==> src/design/hhm_pkg.sv <==
`timescale 1ns / 1ps

package hhm_pkg;

   // Default and largest number of watched subsystems.
   localparam int SUBSYSTEMS_DEF = 4;
   localparam int MAX_SUBSYSTEMS = 4;

   localparam int TIME_W   = 16;
   localparam int MISS_W   = 8;
   localparam int COUNT_W  = 3;
   localparam int VECTOR_W = 2 * MAX_SUBSYSTEMS;
   localparam int CSR_IDX_W  = 3;
   localparam int CSR_DATA_W = 16;

   localparam logic [TIME_W-1:0] TIME_MAX     = '1;
   localparam logic [MISS_W-1:0] MISS_MAX     = '1;
   localparam logic [TIME_W-1:0] DEADLINE_RST = 16'd250;
   localparam logic [TIME_W-1:0] PERIOD_RST   = 16'd500;

   // A system shutdown is declared when at least this many subsystems fail in one check.
   localparam logic [COUNT_W-1:0] SHUTDOWN_LIMIT = 3'd2;

   // Register indexes on the configuration port.
   localparam logic [CSR_IDX_W-1:0] CSR_DEADLINE_0   = 3'd0;
   localparam logic [CSR_IDX_W-1:0] CSR_CHECK_PERIOD = 3'd4;

   // Input item kinds.
   localparam logic FUNC_TICK      = 1'b0;
   localparam logic FUNC_HEARTBEAT = 1'b1;

   typedef enum logic [1:0] {
      ST_HEALTHY  = 2'd0,
      ST_WARNING  = 2'd1,
      ST_FAILED   = 2'd2,
      ST_SHUTDOWN = 2'd3
   } status_type;

   // Outcome of checking one subsystem.
   typedef struct packed {
      status_type        status;
      logic [MISS_W-1:0] miss;
      logic              failed;
   } chk_result_type;

endpackage

==> src/design/hhm_csr.sv <==
`timescale 1ns / 1ps

module hhm_csr #(
   parameter int SUBSYSTEMS = hhm_pkg::SUBSYSTEMS_DEF,
   parameter int IDX_W      = 2
) (
   input  logic                             clock,
   input  logic                             reset,
   input  logic                             csr_we,
   input  logic [hhm_pkg::CSR_IDX_W-1:0]    csr_index,
   input  logic [hhm_pkg::CSR_DATA_W-1:0]   csr_wdata,
   input  logic [IDX_W-1:0]                 sel_idx,
   output logic [hhm_pkg::TIME_W-1:0]       deadline_sel,
   output logic [hhm_pkg::TIME_W-1:0]       check_period
);

   logic [hhm_pkg::TIME_W-1:0] deadline_ff [SUBSYSTEMS];
   logic [hhm_pkg::TIME_W-1:0] deadline_in [SUBSYSTEMS];
   logic [hhm_pkg::TIME_W-1:0] period_ff;
   logic [hhm_pkg::TIME_W-1:0] period_in;

   always_comb begin
      for (int i = 0; i < SUBSYSTEMS; i++) begin
         deadline_in[i] = deadline_ff[i];
         if (csr_we && csr_index == hhm_pkg::CSR_DEADLINE_0 + hhm_pkg::CSR_IDX_W'(i)) begin
            deadline_in[i] = csr_wdata;
         end
      end
      period_in = period_ff;
      if (csr_we && csr_index == hhm_pkg::CSR_CHECK_PERIOD) begin
         period_in = csr_wdata;
      end
   end

   always_ff @(posedge clock) begin
      if (reset) begin
         for (int i = 0; i < SUBSYSTEMS; i++) begin
            deadline_ff[i] <= hhm_pkg::DEADLINE_RST;
         end
         period_ff <= hhm_pkg::PERIOD_RST;
      end else begin
         deadline_ff <= deadline_in;
         period_ff   <= period_in;
      end
   end

   assign deadline_sel = deadline_ff[sel_idx];
   assign check_period = period_ff;

endmodule

==> src/design/hhm_check_unit.sv <==
`timescale 1ns / 1ps

module hhm_check_unit (
   input  hhm_pkg::status_type              status,
   input  logic [hhm_pkg::MISS_W-1:0]       miss,
   input  logic [hhm_pkg::TIME_W-1:0]       since,
   input  logic [hhm_pkg::TIME_W-1:0]       deadline,
   output hhm_pkg::chk_result_type          result
);

   logic [hhm_pkg::MISS_W-1:0] miss_inc;

   assign miss_inc = (miss == hhm_pkg::MISS_MAX) ? miss : hhm_pkg::MISS_W'(miss + 1'b1);

   always_comb begin
      result.status = status;
      result.miss   = miss;
      result.failed = 1'b0;
      if (status == hhm_pkg::ST_SHUTDOWN) begin
         result.failed = 1'b1;
      end else if (since > deadline) begin
         result.miss = miss_inc;
         // Only the first miss since the count was last cleared is a warning; every later one is a failure.
         if (miss_inc == hhm_pkg::MISS_W'(1)) begin
            result.status = hhm_pkg::ST_WARNING;
         end else begin
            result.status = hhm_pkg::ST_FAILED;
            result.failed = 1'b1;
         end
      end else if (miss != '0 && status != hhm_pkg::ST_FAILED) begin
         result.miss   = '0;
         result.status = hhm_pkg::ST_HEALTHY;
      end
   end

endmodule

==> src/design/heartbeat_health_monitor.sv <==
`timescale 1ns / 1ps
// A tick that starts a health check moves through S_CHECK, where the shared check
// unit walks the subsystems one per cycle, and S_FINISH, which loads the registered
// result; heartbeats and other ticks give no result. Throughput: one item per cycle
// while idle; req_ready stays low from the start of a check until S_FINISH loads its
// result, which waits for as long as the previous result still waits on rsp_ready.
// Reset is synchronous, active high; it restores all but the result data registers.
module heartbeat_health_monitor #(
   parameter int SUBSYSTEMS = hhm_pkg::SUBSYSTEMS_DEF
) (
   input  logic                                clock,
   input  logic                                reset,
   input  logic                                req_valid,
   output logic                                req_ready,
   input  logic                                req_func,
   input  logic [1:0]                          req_subsystem,
   output logic                                rsp_valid,
   input  logic                                rsp_ready,
   output logic [hhm_pkg::VECTOR_W-1:0]        rsp_status_vector,
   output logic [hhm_pkg::COUNT_W-1:0]         rsp_failed_total,
   output logic                                rsp_degraded,
   output logic                                rsp_system_shutdown,
   input  logic                                csr_we,
   input  logic [hhm_pkg::CSR_IDX_W-1:0]       csr_index,
   input  logic [hhm_pkg::CSR_DATA_W-1:0]      csr_wdata
);

   localparam int IDX_W = (SUBSYSTEMS > 1) ? $clog2(SUBSYSTEMS) : 1;
   localparam logic [IDX_W-1:0] LAST_IDX = IDX_W'(SUBSYSTEMS - 1);

   typedef enum logic [1:0] {
      S_IDLE,
      S_CHECK,
      S_FINISH
   } state_type;

   state_type state_ff, state_in;
   logic [IDX_W-1:0] idx_ff, idx_in;
   logic [hhm_pkg::COUNT_W-1:0] fail_cnt_ff, fail_cnt_in;
   logic [hhm_pkg::TIME_W-1:0] period_ff, period_in;
   logic halted_ff, halted_in;
   logic [hhm_pkg::TIME_W-1:0] since_ff [SUBSYSTEMS];
   logic [hhm_pkg::TIME_W-1:0] since_in [SUBSYSTEMS];
   logic [hhm_pkg::MISS_W-1:0] miss_ff [SUBSYSTEMS];
   logic [hhm_pkg::MISS_W-1:0] miss_in [SUBSYSTEMS];
   hhm_pkg::status_type status_ff [SUBSYSTEMS];
   hhm_pkg::status_type status_in [SUBSYSTEMS];

   logic rsp_valid_ff, rsp_valid_in;
   logic [hhm_pkg::VECTOR_W-1:0] rsp_vector_ff, rsp_vector_in;
   logic [hhm_pkg::COUNT_W-1:0] rsp_total_ff, rsp_total_in;
   logic rsp_degraded_ff, rsp_degraded_in;
   logic rsp_shutdown_ff, rsp_shutdown_in;

   logic [hhm_pkg::TIME_W-1:0] deadline_sel;
   logic [hhm_pkg::TIME_W-1:0] check_period;
   logic [hhm_pkg::TIME_W-1:0] period_inc;
   hhm_pkg::chk_result_type chk_res;
   logic req_xfer;
   logic halt_now;

   hhm_csr #(
      .SUBSYSTEMS (SUBSYSTEMS),
      .IDX_W      (IDX_W)
   ) u_csr (
      .clock        (clock),
      .reset        (reset),
      .csr_we       (csr_we),
      .csr_index    (csr_index),
      .csr_wdata    (csr_wdata),
      .sel_idx      (idx_ff),
      .deadline_sel (deadline_sel),
      .check_period (check_period)
   );

   hhm_check_unit u_check (
      .status   (status_ff[idx_ff]),
      .miss     (miss_ff[idx_ff]),
      .since    (since_ff[idx_ff]),
      .deadline (deadline_sel),
      .result   (chk_res)
   );

   assign req_ready  = (state_ff == S_IDLE);
   assign req_xfer   = req_valid && req_ready;
   assign period_inc = (period_ff == hhm_pkg::TIME_MAX) ? period_ff
                                                         : hhm_pkg::TIME_W'(period_ff + 1'b1);
   assign halt_now   = (fail_cnt_ff >= hhm_pkg::SHUTDOWN_LIMIT);

   always_comb begin
      state_in        = state_ff;
      idx_in          = idx_ff;
      fail_cnt_in     = fail_cnt_ff;
      period_in       = period_ff;
      halted_in       = halted_ff;
      since_in        = since_ff;
      miss_in         = miss_ff;
      status_in       = status_ff;
      rsp_valid_in    = rsp_valid_ff && !rsp_ready;
      rsp_vector_in   = rsp_vector_ff;
      rsp_total_in    = rsp_total_ff;
      rsp_degraded_in = rsp_degraded_ff;
      rsp_shutdown_in = rsp_shutdown_ff;

      case (state_ff)
         S_IDLE: begin
            if (req_xfer) begin
               if (req_func == hhm_pkg::FUNC_HEARTBEAT) begin
                  for (int i = 0; i < SUBSYSTEMS; i++) begin
                     if (req_subsystem == 2'(i)) begin
                        since_in[i] = '0;
                     end
                  end
               end else begin
                  for (int i = 0; i < SUBSYSTEMS; i++) begin
                     if (since_ff[i] != hhm_pkg::TIME_MAX) begin
                        since_in[i] = hhm_pkg::TIME_W'(since_ff[i] + 1'b1);
                     end
                  end
                  // Once halted, the period counter freezes and no check runs.
                  if (!halted_ff) begin
                     if (period_inc >= check_period) begin
                        period_in   = '0;
                        idx_in      = '0;
                        fail_cnt_in = '0;
                        state_in    = S_CHECK;
                     end else begin
                        period_in = period_inc;
                     end
                  end
               end
            end
         end
         S_CHECK: begin
            status_in[idx_ff] = chk_res.status;
            miss_in[idx_ff]   = chk_res.miss;
            fail_cnt_in       = hhm_pkg::COUNT_W'(fail_cnt_ff + chk_res.failed);
            if (idx_ff == LAST_IDX) begin
               state_in = S_FINISH;
            end else begin
               idx_in = IDX_W'(idx_ff + 1'b1);
            end
         end
         S_FINISH: begin
            // The result waits here until the output register is free.
            if (!rsp_valid_ff || rsp_ready) begin
               rsp_vector_in = '0;
               for (int i = 0; i < SUBSYSTEMS; i++) begin
                  if (halt_now) begin
                     status_in[i] = hhm_pkg::ST_SHUTDOWN;
                  end
                  rsp_vector_in[2*i +: 2] = halt_now ? hhm_pkg::ST_SHUTDOWN : status_ff[i];
               end
               if (halt_now) begin
                  halted_in = 1'b1;
               end
               rsp_valid_in    = 1'b1;
               rsp_total_in    = fail_cnt_ff;
               rsp_degraded_in = (fail_cnt_ff != '0);
               rsp_shutdown_in = halt_now;
               state_in        = S_IDLE;
            end
         end
         default: begin
            state_in = S_IDLE;
         end
      endcase
   end

   always_ff @(posedge clock) begin
      if (reset) begin
         state_ff     <= S_IDLE;
         idx_ff       <= '0;
         fail_cnt_ff  <= '0;
         period_ff    <= '0;
         halted_ff    <= 1'b0;
         rsp_valid_ff <= 1'b0;
         for (int i = 0; i < SUBSYSTEMS; i++) begin
            since_ff[i]  <= '0;
            miss_ff[i]   <= '0;
            status_ff[i] <= hhm_pkg::ST_HEALTHY;
         end
      end else begin
         state_ff     <= state_in;
         idx_ff       <= idx_in;
         fail_cnt_ff  <= fail_cnt_in;
         period_ff    <= period_in;
         halted_ff    <= halted_in;
         rsp_valid_ff <= rsp_valid_in;
         since_ff     <= since_in;
         miss_ff      <= miss_in;
         status_ff    <= status_in;
      end
      rsp_vector_ff   <= rsp_vector_in;
      rsp_total_ff    <= rsp_total_in;
      rsp_degraded_ff <= rsp_degraded_in;
      rsp_shutdown_ff <= rsp_shutdown_in;
   end

   assign rsp_valid           = rsp_valid_ff;
   assign rsp_status_vector   = rsp_vector_ff;
   assign rsp_failed_total    = rsp_total_ff;
   assign rsp_degraded        = rsp_degraded_ff;
   assign rsp_system_shutdown = rsp_shutdown_ff;

   // A halt is always announced by a result that reports the shutdown.
   assert property (@(posedge clock) disable iff (reset)
      $rose(halted_ff) |-> rsp_valid_ff && rsp_shutdown_ff)
      else $error("halt without a shutdown result");

   // The degraded flag must agree with the failure count of the same result.
   assert property (@(posedge clock) disable iff (reset)
      rsp_valid_ff |-> rsp_degraded_ff == (rsp_total_ff != '0))
      else $error("degraded flag disagrees with failed total");

   // After a halt the period counter never moves again.
   assert property (@(posedge clock) disable iff (reset)
      halted_ff |=> $stable(period_ff))
      else $error("period counter moved while halted");

   // The failure count can never exceed the number of subsystems.
   assert property (@(posedge clock) disable iff (reset)
      fail_cnt_ff <= hhm_pkg::COUNT_W'(SUBSYSTEMS))
      else $error("failure count out of range");

endmodule

==> config.mk <==
export PLATFORM = sky130hd
export DESIGN_NAME = heartbeat_health_monitor
export DESIGN_NICKNAME = d
export VERILOG_FILES = /design/src/design/hhm_pkg.sv /design/src/design/hhm_csr.sv /design/src/design/hhm_check_unit.sv /design/src/design/heartbeat_health_monitor.sv
export SDC_FILE = /design/constraint.sdc
export NUM_CORES = 1
export LEC_CHECK = 0
export BUFFER_PORTS_ARGS = -buffer_cell sky130_fd_sc_hd__buf_2
export CAP_MARGIN = 25
export CORE_MARGIN = 10
export CORE_UTILIZATION = 65
export DETAILED_ROUTE_END_ITERATION = 12
export GPL_TIMING_DRIVEN = 0
export PLACE_DENSITY = 0.94
export SYNTH_ARGS = -nofsm -noshare
export SYNTH_HDL_FRONTEND = slang
export SYNTH_HIERARCHICAL = 1
export SYNTH_SLANG_ARGS = --single-unit
==> constraint.sdc <==
create_clock -name clock -period 11.9 [get_ports clock]
set_input_delay 2.38 -clock clock [delete_from_list [all_inputs] [get_ports clock]]
set_output_delay 2.38 -clock clock [all_outputs]
set_load 0.02 [all_outputs]
# --- Word-level counts from Yosys, hierarchy flattened ---
# Cells that the tools add are included.
totals:
  regBits: 222
  inputBits: 27
  out_inout_bits: 15
  elab_cells: 170
op_classes:
  add_sub_neg: 8
  order_cmp: 5
  eq_ne: 30
  muxes: 63
  bitwise_logic: 3
  reduce_logical: 34
ops:
  columns: ["cell", "count"]
  rows:
  - ["two-way mux 16 bit", 14]
  - ["adder 16 x 1 -> 16 bit, second input constant", 5]
  - ["binary-select mux 16 bit (select 2 bit)", 2]
  - ["two-way mux 64 bit", 1]
  - ["inequality test 16 bit, second input constant", 4]
  - ["two-way mux 8 bit", 5]
  - ["two-way mux 2 bit", 19]
  - ["bitwise mux 32 bit", 1]
  - ["two-way mux 10 bit", 3]
  - ["AND reduction 4 bit", 5]
  - ["binary-select mux 8 bit (select 2 bit)", 1]
  - ["demux 8 bit (select 2 bit)", 1]
  - ["== test 16 bit, second input constant", 1]
  - ["greater-or-equal comparator 16 bit", 1]
  - ["greater-than comparator 16 bit", 1]
  - ["one-hot mux 8 bit (2 select lines)", 1]
  - ["two-way mux 3 bit", 4]
  - ["inequality test 2 x 1 -> 1 bit, second input constant", 6]
  - ["inequality test 2 bit, second input constant", 6]
  - ["AND reduction 6 bit", 2]
  - ["nonzero test 2 bit", 6]
  - ["== test 2 bit, second input constant", 5]
  - ["logical AND 1 bit", 9]
  - ["adder 8 x 1 -> 8 bit, second input constant", 1]
  - ["29 further kinds", 39]

# --- Logic depth before layout (Yosys ltp) ---
logic_depth:
  ltp_word: 12
  ltp_mapped: 16
  ltp_nobuf: 14

# --- By module ---
# The synthesis kept the hierarchy.
by_module_without_submodules:
  columns: ["mod", "n_inst", "cells_per_inst", "area_each_um2", "seq_area_each_um2"]
  rows:
  - ["heartbeat_health_monitor", 1, 848, 7470.9, 2972.9]
  - ["hhm_csr", 1, 308, 3502.1, 1601.5]
  - ["hhm_check_unit", 1, 136, 899.6, 0.0]

# --- Worst setup path after synthesis ---
# OpenSTA, ideal clock, no wires.
synth_path:
  path_type: "input-to-reg"
  from: "input port req_valid"
  to: "register since_ff[24] in the netlist's numbering"
  setup_ps: 70
  arrival_ps: 4086
  required_ps: 11830
  path_slack_ps: 7744
  cell_stages: 7
  n_path_buf: 2
  path_cell_list: "or3b_1 > buf_2 > a21o_1 > or4_1 > buf_2 > or3_1 > a21oi_1"
synth_via:
  elab_chain_cells: 2
synth_lines:
  columns: ["item", "line_no", "rtl"]
  rows:
  - ["start, declared", "heartbeat_health_monitor.sv:13", "input logic req_valid,"]
  - ["logical AND 1 bit", "heartbeat_health_monitor.sv:85", "assign req_xfer = req_valid && req_ready;"]
  - ["AND reduction 4 bit (no source line)", null, null]
  - ["end signal, assigned", "heartbeat_health_monitor.sv:190", "since_ff <= since_in;"]
  - ["end, declared", "heartbeat_health_monitor.sv:42", "logic [hhm_pkg::TIME_W-1:0] since_ff [SUBSYSTEMS];"]
# Every way passes these cells.
# A chain may end at the register's enable or synchronous reset.

==> summary.md <==
| Metric | Value |
|---|---|
| RR Startpoint | `idx_ff[0]` |
| Die Width | `155.2 microns` |
| Yosys warns | `6` |
| Area after DPL | `12360 sq um` |
| Initial Util | `66.09%` |
| Drt wl/cell | `19.82 microns` |
| RSZ-0062 raised after global routing | `no` |
| R2R depth | `15` |
| Die Ht | `155.2 microns` |
| Critical path required time | `12280 ps` |
| CP Capture Type | `flop` |
| Synth Instances | `1292` |
| Clk slew on worst S/H paths | `60 ps` |
| Ports | `42` |
| Area grow syn2layout | `10.92%` |
| GRT Util Overall | `25.50%` |
| Main flop type after synthesis | `dfxtp_1` |
| Nets | `1431` |
| Post-DP HPWL | `22040 microns` |
| Critical Path Slowest Stage Cell | `clkbuf_1` |
| Footprint of the multi-input gates | `6785 sq um` |
| Post-synth cell types | `74` |
| Critical Path End | `fail_cnt_ff[2]` |
| End of the worst register-to-register path | `fail_cnt_ff[2]` |
| Die Footprint | `24070 sq um` |
| Synthesized Nets | `1364` |
| Post-synthesis xor/xnor area fraction | `3.393%` |
| Pins Over Slew Limit | `0` |
| Total CTS buffers | `24` |
| Via-to-Cell Ratio | `6.601` |
| Final TNS setup | `0 ps` |
| Largest net degree at the start of global routing | `15` |
| Residual DRC | `0` |
| Final Hold Vio Count | `0` |
| Drt total wl | `31830 microns` |
| Worst vdd ir | `0.1353 mV` |
| Post-synthesis area per instance | `9.189 sq um` |
| Global-route wire length before repair | `51430 microns` |
| Status | `complete, no violations` |
| Crit share post-route | `42.26%` |
| Critical Path Source Type | `flop` |
| Worst-Margin Slew | `1054 ps` |
| Post-synth EDFFs | `13` |
| Worst min path class | `reg2reg` |
| Initial DRT Pass Iterations | `6` |
| Most common cell after layout, fill and taps aside | `dfxtp_1` |
| Sink Count | `222` |
| Clock Skew | `12.97 ps` |
| Relative slew slack | `29.14%` |
| Most frequent cells in the layout | `dfxtp_1 (209), nor2_1 (119), nand2_1 (103)` |
| Power Density | `121.1 nW/um^2` |
| Critical Path Fanout Max | `10` |
| Post-layout instance area | `13170 sq um` |
| Layout cells sized above 1 | `11.76%` |
| WP data arrival | `5410 ps` |
| Port Buffer Count | `41` |
| Critical path launch point | `idx_ff[0]` |
| Register area | `4574 sq um` |
| Yosys reg bits | `222` |
| Tmin final | `5028 ps` |
| WS Path Type | `reg2reg` |
| Initial antenna violation count | `0` |
| Async SR Flop Fraction | `0%` |
| Site Rows | `49` |
| Most used cell, CP | `ha_1` |
| ANT nets after route | `0` |
| Max Clock Freq | `198.9 MHz` |
| Pleak | `5.091 nW` |
| Core area | `17960 sq um` |
| Grt ovf | `0` |
| Synth Area in Simple Gates | `23.14%` |
| CTS resizes | `0` |
| Worst path max stage delay | `520 ps` |
| Clock root buffer | `clkbuf_16` |
| H-tree depth | `1` |
| CTS tree | `yes` |
| # Post-CTS Setup Buffers | `0` |
| Cells along the critical path | `buf_1 > clkbuf_1 > mux4_2 > ha_1 > nand4_1 > nor4_2 > o21ai_1 > nand4_1 > nand2_1 > o21ai_0 > ha_1 > ha_1 > mux2_2 > a22oi_1 > o22ai_1` |
| Mapped cell area | `11870 sq um` |
| Hold-fix buffers, CTS | `0` |
| Max_cap viols | `0` |
| Adder-cell share of the synthesized area | `4.742%` |
| Iter 0 DRT Violations | `1444` |
| Sequential area share after synthesis | `38.53%` |
| Placer Congestion | `0.9622` |
| Reg2reg setup slack | `6870 ps` |
| Compound-Gate Fraction of Synth Area | `10.55%` |
| Vias in the first global route | `10260` |
| Post-synthesis mux area share | `15.32%` |
| Clk buf depth | `3` |
| Clk_lat worst skew | `530 ps` |
| # diodes | `0` |
| Vias | `10600` |
| Main combinational cell family by area after synthesis | `simple AND/OR/NAND/NOR gates` |
| Final setup fails | `0` |
| # fillers | `1179` |
==> worst min path at each step <==
stage	startpoint	to	depth (start not counted)
2_1_floorplan	miss_ff[10]	miss_ff[10]	2
5_1_grt	miss_ff[31]	miss_ff[31]	2
3_3_place_gp	miss_ff[17]	miss_ff[17]	2
3_5_place_dp	miss_ff[10]	miss_ff[10]	2
6_report	miss_ff[28]	miss_ff[28]	2
4_1_cts	miss_ff[28]	miss_ff[28]	2
==> stage by stage <==
step	utilization (%)	worst slack, ps	hold slack [ps]	power [mW]	instances
6_report	73.31	6872	455.4	1.595	1606
5_1_grt	73.31	6716	468.7	1.634	1606
3_5_place_dp	68.83	7050	445.7	0.8566	1562
4_1_cts	73.31	7018	456.4	1.592	1606
2_1_floorplan	-	7744	433.1	0.8295	1292
3_3_place_gp	68.83	7191	439.2	0.8524	1562
==> layout make-up <==
cell class | count | area share (%)
timing repair buffer | 41 | 1.558
multi-input combinational | 949 | 51.52
sequential | 222 | 34.74
clock buffer | 38 | 5.881
buffer | 75 | 2.584
clock inverter | 6 | 0.2280
tap | 229 | 2.176
inverter | 46 | 1.311
==> worst max-delay path, delay by kind of cell (launching register included) <==
kind | cells | cell delay (ps)
buf+inv | 2 | 1000
fa+ha+maj | 3 | 680
simple gates | 4 | 1180
compound gates | 4 | 750
flops | 1 | 500
mux | 2 | 770
==> cell usage after synthesis (19+ instances only) <==
library cell | count | area (sq um)
xnor2_1 | 22 | 192.7
mux2i_1 | 85 | 850.8
ha_1 | 45 | 563.0
dfxtp_1 | 209 | 4184
mux4_2 | 42 | 945.9
xor2_1 | 24 | 210.2
nand3_1 | 86 | 430.4
inv_1 | 46 | 172.7
o21ai_0 | 33 | 165.2
nand2b_1 | 70 | 437.9
nand4_1 | 29 | 181.4
nor3_1 | 19 | 95.09
clkbuf_1 | 50 | 187.7
or3_1 | 24 | 150.1
nand2_1 | 103 | 386.6
nor2_1 | 119 | 446.7
a21oi_1 | 87 | 435.4
==> sequential cells by signal, indices dropped and copies added (netlist names) <==
register,cells
u_csr/deadline_ff,64
rsp_valid,1
u_csr/check_period,16
period_ff,16
halted_ff,1
status_ff,8
state_ff,2
since_ff,64
idx_ff,2
rsp_degraded,1
fail_cnt_ff,3
miss_ff,32
rsp_failed_total,3
rsp_system_shutdown,1
rsp_status_vector,8
==> report_power, final <==
group / internal [mW] / switching, mW
registers: 0.758 / 0.00760
clock network: 0.444 / 0.306
logic: 0.0288 / 0.0503
total: 1.23 / 0.364
==> logic make-up (layout without fill, tap and decap cells) <==
kind of cell,Yosys count,in the layout
buffers and inverters,121,206
multiplexers,129,129
flip-flops,222,222
XOR/XNOR,46,46
AND/OR/NAND/NOR,529,529
adder cells (fa/ha/maj),45,45
AO/OA/AOI/OAI,200,200
==> routing by layer <==
| metal | part of all wire, % | global-route usage, % | vias to the layer above |
|---|---|---|---|
| li1 | - | - | 4792 |
| met1 | 39 | 31.21 | 4998 |
| met2 | 47 | 43.21 | 688 |
| met3 | 10 | 4.659 | 123 |
| met4 | 3.5 | 10.53 | 0 |
| met5 | 0 | 0 | - |
(Power assumes the default switching activity.)
